[src/hdl/lcdseq_pkg.sv]
`default_nettype none
// ----------------------------------------------------------------------------
// lcdseq_pkg: shared types and constants for the character LCD sequencer
// Transaction structs, the init byte and pause tables, and sizes derived
// from the value width.
// ----------------------------------------------------------------------------
package lcdseq_pkg;

	localparam int VALUE_WIDTH = 32;
	// decimal digits of 2**(VALUE_WIDTH-1), rounded up
	localparam int NDIG        = (VALUE_WIDTH * 3) / 10 + 1;
	localparam int DIG_IW      = (NDIG > 1) ? $clog2(NDIG) : 1;
	localparam int BCD_W       = 4 * NDIG;
	localparam int CNT_W       = $clog2(VALUE_WIDTH + 1);
	localparam int INIT_LEN    = 28;
	localparam int IDX_W       = $clog2(INIT_LEN);

	localparam logic [3:0] CHAR_HI_DIGIT = 4'h3;
	localparam logic [3:0] SUFFIX_HI     = 4'h5;
	localparam logic [3:0] SUFFIX_LO     = 4'h6;
	localparam logic [3:0] CTL_EN_HIGH   = 4'hD;  // BL EN - RS
	localparam logic [3:0] CTL_EN_LOW    = 4'h9;  // BL -- - RS

	localparam logic OP_INIT   = 1'b0;
	localparam logic OP_NUMBER = 1'b1;

	typedef struct packed {
		logic                          operation;
		logic signed [VALUE_WIDTH-1:0] shown_value;
	} cmd_t;

	typedef struct packed {
		logic [7:0]  expander_byte;
		logic [13:0] pause_before_us;
		logic        last_byte;
	} wr_t;

	typedef struct packed {
		logic busy;
		logic done;
	} bcd_stat_t;

	function automatic logic [7:0] init_byte(input logic [IDX_W-1:0] i);
		logic [7:0] b;
		case (i)
			5'd0, 5'd2, 5'd4:                      b = 8'h34;
			5'd1, 5'd3, 5'd5:                      b = 8'h30;
			5'd6, 5'd8:                            b = 8'h24;
			5'd7, 5'd9:                            b = 8'h20;
			5'd10, 5'd14:                          b = 8'h84;
			5'd11, 5'd15:                          b = 8'h80;
			5'd12, 5'd16, 5'd20, 5'd24:            b = 8'h04;
			5'd13, 5'd17, 5'd21, 5'd25:            b = 8'h00;
			5'd18:                                 b = 8'h14;
			5'd19:                                 b = 8'h10;
			5'd22:                                 b = 8'h64;
			5'd23:                                 b = 8'h60;
			5'd26:                                 b = 8'hE4;
			5'd27:                                 b = 8'hE0;
			default:                               b = 8'h00;
		endcase
		return b;
	endfunction

	function automatic logic [13:0] init_pause(input logic [IDX_W-1:0] i);
		logic [13:0] p;
		case (i)
			5'd0:                                  p = 14'd15000;
			5'd2, 5'd6:                            p = 14'd4100;
			5'd4:                                  p = 14'd100;
			5'd8, 5'd12, 5'd16, 5'd20, 5'd24:      p = 14'd40;
			default:                               p = 14'd0;
		endcase
		return p;
	endfunction

endpackage
`default_nettype wire

[src/hdl/lcdseq_bcd.sv]
`default_nettype none
// ----------------------------------------------------------------------------
// lcdseq_bcd: iterative binary to BCD converter
// Takes the magnitude of a signed value and runs one shift-and-add-3 step
// per cycle, VALUE_WIDTH steps in all.
// ----------------------------------------------------------------------------
module lcdseq_bcd import lcdseq_pkg::*; (
	input  wire logic                          clk,
	input  wire logic                          arst_n,
	input  wire logic                          start,
	input  wire logic signed [VALUE_WIDTH-1:0] value,
	output      bcd_stat_t                     stat,
	output      logic [BCD_W-1:0]              digits
);

	logic [VALUE_WIDTH-1:0] mag_q;
	logic [BCD_W-1:0]       bcd_q;
	logic [CNT_W-1:0]       cnt_q;
	logic                   busy_q;
	logic                   done_q;
	logic [VALUE_WIDTH-1:0] v_raw;
	logic [VALUE_WIDTH-1:0] v_abs;
	logic [BCD_W-1:0]       adj;

	assign v_raw = value;
	assign v_abs = v_raw[VALUE_WIDTH-1] ? (~v_raw + 1'b1) : v_raw;

	always_comb begin
		for (int i = 0; i < NDIG; i++) begin
			adj[i*4 +: 4] = (bcd_q[i*4 +: 4] >= 4'd5) ? bcd_q[i*4 +: 4] + 4'd3
			                                           : bcd_q[i*4 +: 4];
		end
	end

	always_ff @(posedge clk or negedge arst_n) begin
		if (!arst_n) begin
			busy_q <= 1'b0;
			done_q <= 1'b0;
			cnt_q  <= '0;
		end else begin
			done_q <= 1'b0;
			if (start) begin
				busy_q <= 1'b1;
				cnt_q  <= CNT_W'(VALUE_WIDTH);
			end else if (busy_q) begin
				cnt_q <= cnt_q - 1'b1;
				if (cnt_q == CNT_W'(1)) begin
					busy_q <= 1'b0;
					done_q <= 1'b1;
				end
			end
		end
	end

	always_ff @(posedge clk) begin
		if (start) begin
			mag_q <= v_abs;
			bcd_q <= '0;
		end else if (busy_q) begin
			mag_q <= {mag_q[VALUE_WIDTH-2:0], 1'b0};
			bcd_q <= {adj[BCD_W-2:0], mag_q[VALUE_WIDTH-1]};
		end
	end

	assign stat.busy = busy_q;
	assign stat.done = done_q;
	assign digits    = bcd_q;

	a_busy_done_excl: assert property (@(posedge clk) disable iff (!arst_n)
		!(busy_q && done_q)) else $error("bcd busy and done together");
	a_done_after_busy: assert property (@(posedge clk) disable iff (!arst_n)
		done_q |-> $past(busy_q)) else $error("bcd done without a run");
	a_idle_count: assert property (@(posedge clk) disable iff (!arst_n)
		!busy_q |-> cnt_q == '0) else $error("bcd count left over when idle");

endmodule
`default_nettype wire

[src/hdl/char_lcd_number_sequencer.sv]
`default_nettype none
// ----------------------------------------------------------------------------
// char_lcd_number_sequencer: byte stream for a 4-bit character LCD behind
// an I2C port expander
// Turns init and number commands into expander bytes with their pauses.
// ----------------------------------------------------------------------------
// An init command produces the 28-byte reset and mode sequence at one byte
// per cycle while the output is not stalled. A number command first runs
// the shift-and-add-3 BCD unit through its 32 shift steps and waits for
// its done flag, then skips each leading zero digit (up to 9), then emits
// four bytes per digit and four for the suffix 'V', one byte per cycle
// while the output is not stalled. The command channel stalls for the
// whole run of a command; the last byte carries last_byte.
module char_lcd_number_sequencer import lcdseq_pkg::*; (
	input  wire logic clk,
	input  wire logic arst_n,
	input  wire logic cmd_valid,
	output      logic cmd_stall,
	input  wire cmd_t cmd,
	output      logic wr_valid,
	input  wire logic wr_stall,
	output      wr_t  wr
);

	localparam logic [1:0] ST_IDLE = 2'd0;
	localparam logic [1:0] ST_INIT = 2'd1;
	localparam logic [1:0] ST_CONV = 2'd2;
	localparam logic [1:0] ST_NUM  = 2'd3;

	logic [1:0]        state_q;
	logic [IDX_W-1:0]  idx_q;
	logic [DIG_IW-1:0] dig_q;
	logic [1:0]        ph_q;
	logic              suffix_q;
	logic              started_q;
	logic              wr_valid_q;
	wr_t               wr_q;

	logic              cmd_acc;
	logic              out_ready;
	logic              emit;
	logic              bcd_start;
	bcd_stat_t         bcd_stat;
	logic [BCD_W-1:0]  digits;
	logic [3:0]        cur_dig;
	logic              skip;
	logic [3:0]        nib;

	assign cmd_stall = (state_q != ST_IDLE);
	assign cmd_acc   = cmd_valid && !cmd_stall;
	assign bcd_start = cmd_acc && (cmd.operation == OP_NUMBER);
	assign out_ready = !wr_valid_q || !wr_stall;
	assign emit      = out_ready && ((state_q == ST_INIT) || (state_q == ST_NUM && !skip));

	lcdseq_bcd u_bcd (
		.clk    (clk),
		.arst_n (arst_n),
		.start  (bcd_start),
		.value  (cmd.shown_value),
		.stat   (bcd_stat),
		.digits (digits)
	);

	assign cur_dig = digits[{dig_q, 2'b00} +: 4];
	assign skip    = !suffix_q && !started_q && (ph_q == 2'd0) &&
	                 (cur_dig == 4'd0) && (dig_q != '0);

	always_comb begin
		if (suffix_q) begin
			nib = ph_q[1] ? SUFFIX_LO : SUFFIX_HI;
		end else begin
			nib = ph_q[1] ? cur_dig : CHAR_HI_DIGIT;
		end
	end

	always_ff @(posedge clk or negedge arst_n) begin
		if (!arst_n) begin
			state_q    <= ST_IDLE;
			idx_q      <= '0;
			dig_q      <= '0;
			ph_q       <= '0;
			suffix_q   <= 1'b0;
			started_q  <= 1'b0;
			wr_valid_q <= 1'b0;
		end else begin
			wr_valid_q <= emit || (wr_valid_q && wr_stall);
			case (state_q)
				ST_IDLE: begin
					if (cmd_acc) begin
						idx_q   <= '0;
						state_q <= (cmd.operation == OP_NUMBER) ? ST_CONV : ST_INIT;
					end
				end
				ST_INIT: begin
					if (out_ready) begin
						idx_q <= idx_q + 1'b1;
						if (idx_q == IDX_W'(INIT_LEN - 1)) begin
							state_q <= ST_IDLE;
						end
					end
				end
				ST_CONV: begin
					if (bcd_stat.done) begin
						dig_q     <= DIG_IW'(NDIG - 1);
						ph_q      <= '0;
						suffix_q  <= 1'b0;
						started_q <= 1'b0;
						state_q   <= ST_NUM;
					end
				end
				ST_NUM: begin
					if (skip) begin
						dig_q <= dig_q - 1'b1;
					end else if (out_ready) begin
						started_q <= 1'b1;
						ph_q      <= ph_q + 1'b1;
						if (ph_q == 2'd3) begin
							if (suffix_q) begin
								suffix_q <= 1'b0;
								state_q  <= ST_IDLE;
							end else if (dig_q == '0) begin
								suffix_q <= 1'b1;
							end else begin
								dig_q <= dig_q - 1'b1;
							end
						end
					end
				end
				default: begin
					state_q <= ST_IDLE;
				end
			endcase
		end
	end

	always_ff @(posedge clk) begin
		if (state_q == ST_INIT && out_ready) begin
			wr_q.expander_byte   <= init_byte(idx_q);
			wr_q.pause_before_us <= init_pause(idx_q);
			wr_q.last_byte       <= (idx_q == IDX_W'(INIT_LEN - 1));
		end else if (state_q == ST_NUM && !skip && out_ready) begin
			wr_q.expander_byte   <= {nib, ph_q[0] ? CTL_EN_LOW : CTL_EN_HIGH};
			wr_q.pause_before_us <= '0;
			wr_q.last_byte       <= suffix_q && (ph_q == 2'd3);
		end
	end

	assign wr_valid = wr_valid_q;
	assign wr       = wr_q;

	a_init_index: assert property (@(posedge clk) disable iff (!arst_n)
		state_q == ST_INIT |-> idx_q <= IDX_W'(INIT_LEN - 1))
		else $error("init index out of range");
	a_num_after_conv: assert property (@(posedge clk) disable iff (!arst_n)
		state_q == ST_NUM |-> !bcd_stat.busy)
		else $error("emitting digits while conversion runs");
	a_suffix_in_num: assert property (@(posedge clk) disable iff (!arst_n)
		suffix_q |-> state_q == ST_NUM)
		else $error("suffix flag outside number emission");
	a_conv_running: assert property (@(posedge clk) disable iff (!arst_n)
		$rose(state_q == ST_CONV) |-> bcd_stat.busy)
		else $error("conversion not started");

endmodule
`default_nettype wire
[config.mk]
export PLATFORM = sky130hd
export DESIGN_NAME = char_lcd_number_sequencer
export DESIGN_NICKNAME = d
export VERILOG_FILES = /design/src/hdl/lcdseq_pkg.sv /design/src/hdl/lcdseq_bcd.sv /design/src/hdl/char_lcd_number_sequencer.sv
export SDC_FILE = /design/constraint.sdc
export NUM_CORES = 1
export LEC_CHECK = 0
export BUFFER_PORTS_ARGS = -buffer_cell sky130_fd_sc_hd__buf_4
export CAP_MARGIN = 30
export CORE_ASPECT_RATIO = 0.6
export CORE_MARGIN = 3
export CORE_UTILIZATION = 50
export DETAILED_ROUTE_END_ITERATION = 6
export GPL_TIMING_DRIVEN = 0
export PLACE_DENSITY_LB_ADDON = 0.3
export SLEW_MARGIN = 20
export SYNTH_ARGS = -nofsm -noshare
export SYNTH_HDL_FRONTEND = slang
export SYNTH_SLANG_ARGS = --single-unit
[constraint.sdc]
create_clock -name clk -period 8.5 [get_ports clk]
set_clock_uncertainty 0.05 [all_clocks]
set_input_delay 0.425 -clock clk [delete_from_list [all_inputs] [get_ports clk]]
set_output_delay 0.425 -clock clk [all_outputs]
set_load 0.02 [all_outputs]
==> results.cfg <==
[setup_path]
crit_start = dig_q[0]$_DFFE_PN0P_
path_class = register to register
crit_fanout = 13
start_kind = register
cp-end-kind = register
reg2reg_from = dig_q[0]$_DFFE_PN0P_
required_ps = 8490
crit_arrival_ps = 3280

[floorplanning]
num_rows = 31
core_area_sq_mm = 0.0125
die_area_sq_mm = 0.0146
die_x_microns = 154
die-height_microns = 94.8
ios = 62
initial_core_util = 0.528

[routing]
vias = 5625
first_pass_iters = 6
viasPerCell = 5.84
drc_errors = 0
drt-total-wl_mm = 16.5
wl_per_cell_microns = 17.1
drt_iter0_markers = 419
ant_nets = 0

[sta]
grt_setup_unrepaired = no
setup_viol_count_final = 0
fin_ws_ps = 5220
slew_viol_final = 0
hold_violations = 0
layout_min_cycle_time_ps = 3280
tightest_slew_ps = 918
hold_ws_ps = 320
clock.fmax_mhz = 305
slew_headroom = 0.388
post-route-period-util = 0.386
setup_tns_ps = 0

[pwr]
p_sw_uw = 1130
intPower_uw = 1580
p_per_area_mw_per_mm2 = 360
ir_worst_vdd_uv = 197
leakage_uw = 0.00321
power_frac_seq = 0.384
p_clk_frac = 0.161
swShare = 0.418
combinationalPowerShare = 0.455

[synthesis]
ys.flop_type = edfxtp_1
syn_area_per_cell_sq_um = 9.13
ys_seq_area_frac = 0.419
yosysWarnings = 0
syn_area_sq_mm = 0.00657
syn_inst = 720
ys_ff_latch = 109
async_reset_ff_frac = 0.220
synth_cell_types = 62
synth_edf_count = 45

[layout]
syn_to_final_growth_pct = 14.6
finalNetCount = 859
nFillCells = 1044
n_antenna_cell = 0
drive_gt1_frac = 0.129
utilization = 0.605

[global_routing]
grt_max_degree = 33
antenna_found_initial = 0
grt_pass1_wl_mm = 26.6
track_usage = 0.227
grt_remaining_overflow = 0
grt_pass1_vias = 5391

[clocking]
cts.sinks = 109
clock_latency_ps = 360
cts_tree = yes
clk_pin_slew_ps = 70
h-tree-depth = 3
cts_buffers = 9
cts_setup_buffers = 0
clockRootBuffer = clkbuf_16
clock_path_buffers = 2

[flow_run]
cap_violations = 0

[placement]
dp_slack_ps = 5270
numPortBuffers = 56
hpwlAfterDp_mm = 12.4
place.gp.congestion = 0.929

[status]
status = finished, final reports clean

[hold_path]
hp-class = primary input to register
hp-start = cmd[32]
what timing repair did:
action	4_1_cts	5_1_grt
endpoints found under the hold margin	24	0
hold buffers	1	0
resized for setup	0	0
power groups by stage:
stage,Sequential (uW),Clock (uW),Combinational (uW)
finish,1040,435,1230
floorplan,1010,0,871
CTS,1030,439,1220
global placement,1030,0,1140
global route,1070,457,1390
detailed placement,1040,0,1220
cell usage after synthesis, types with 12 or more instances:
| cell | n | area share |
|---|---|---|
| nand2_1 | 74 | 0.042 |
| mux2i_1 | 40 | 0.061 |
| nand2b_1 | 13 | 0.012 |
| o21ai_0 | 60 | 0.046 |
| nand3_1 | 12 | 0.0091 |
| nor2_1 | 54 | 0.031 |
| a21oi_1 | 41 | 0.031 |
| xnor2_1 | 15 | 0.020 |
| edfxtp_1 | 45 | 0.21 |
| dfrtp_1 | 24 | 0.091 |
| ha_1 | 29 | 0.055 |
| dfxtp_1 | 40 | 0.12 |
| inv_1 | 34 | 0.019 |
| xor2_1 | 34 | 0.045 |
| clkbuf_1 | 35 | 0.020 |
| o21ai_1 | 24 | 0.018 |
cell type report:
| type | instances | area [sq um] | area share |
|---|---|---|---|
| Buffer | 50 | 233 | 0.0309 |
| Clock buffer | 10 | 229 | 0.0304 |
| Clock inverter | 6 | 70.1 | 0.00930 |
| Tap cell | 165 | 206 | 0.0274 |
| Timing Repair Buffer | 58 | 435 | 0.0578 |
| Inverter | 34 | 128 | 0.0169 |
| Sequential cell | 109 | 2750 | 0.366 |
| Multi-Input combinational cell | 531 | 3480 | 0.462 |
registers in the layout, summed over array words and instances, names as in the netlist:
register	count
u_bcd.mag_q	32
u_bcd.digits	40
state_q	2
wr	13
u_bcd.busy_q	1
idx_q	5
u_bcd.cnt_q	6
wr_valid	1
dig_q	4
suffix_q	1
u_bcd.done_q	1
ph_q	2
started_q	1
per-layer routing:
layer / routed length, microns / GRT usage / vias up
li1: - / - / 2693
met1: 7740 / 0.332 / 2698
met2: 7110 / 0.343 / 219
met3: 1500 / 0.0485 / 15
met4: 148 / 0.0580 / 0
met5: 0 / 0 / -
metrics by stage:
stage / instances / total power [uW] / instance area (sq um)
4_1_cts: 962 / 2700 / 7530
5_1_grt: 963 / 2910 / 7530
3_3_place_gp: 945 / 2170 / 7210
3_5_place_dp: 945 / 2260 / 7220
6_report: 963 / 2710 / 7530
2_1_floorplan: 724 / 1880 / 6590
critical path: stages, from the launching register on:
cell and delay (ps):
dfrtp_1 330, clkbuf_1 350, buf_2 330, inv_1 100, ha_1 230, or3b_2 230, nand3b_1 90, nor4_1 310
and4b_1 220, buf_2 210, nand2_1 110, and3_1 400
kinds of logic (layout without fill, tap and decap cells):
group / count (synthesis) / in the layout / share of synthesized area
compound gates: 180 / 180 / 0.167
fa+ha+maj: 29 / 29 / 0.0552
mux: 44 / 44 / 0.0678
simple gates: 224 / 224 / 0.171
flops: 109 / 109 / 0.419
xor+xnor: 49 / 49 / 0.0653
buf+inv: 84 / 158 / 0.0548
other cells: 1 / 5 / 0.000571
cells in the final DEF, fill, tap and decap left out, types with 7 or more instances in the layout:
master      n
nor3_1     11
o21ai_0    60
inv_1      34
a21oi_1    41
nand2b_1   13
dfxtp_1    40
mux2i_1    40
o21ai_1    24
o31ai_1    10
a211oi_1   10
nor2_1     54
dfrtp_1    24
nand3_1    12
nand2_1    73
nor4_1      9
clkbuf_16   9
and3_1      7
buf_4      67
xor2_1     34
xnor2_1    15
ha_1       29
edfxtp_1   45
clkbuf_1   36
nor3b_1     8
final timing paths:
check | to | slack, ps | cells after the start
worst min-delay path | state_q[1]$_DFFE_PN0P_ | 320 | 3
worst max register to register | wr[17]$_DFFE_PP_ | 5220 | 11
min in group asynchronous | u_bcd.cnt_q[3]$_DFFE_PN0P_ | 450 | 2
worst max-delay path | wr[17]$_DFFE_PP_ | 5220 | 11
worst min register to register | started_q$_DFFE_PN0P_ | 430 | 1
max in group asynchronous | suffix_q$_DFFE_PN0P_ | 7670 | 2
(Power assumes the default switching activity.)
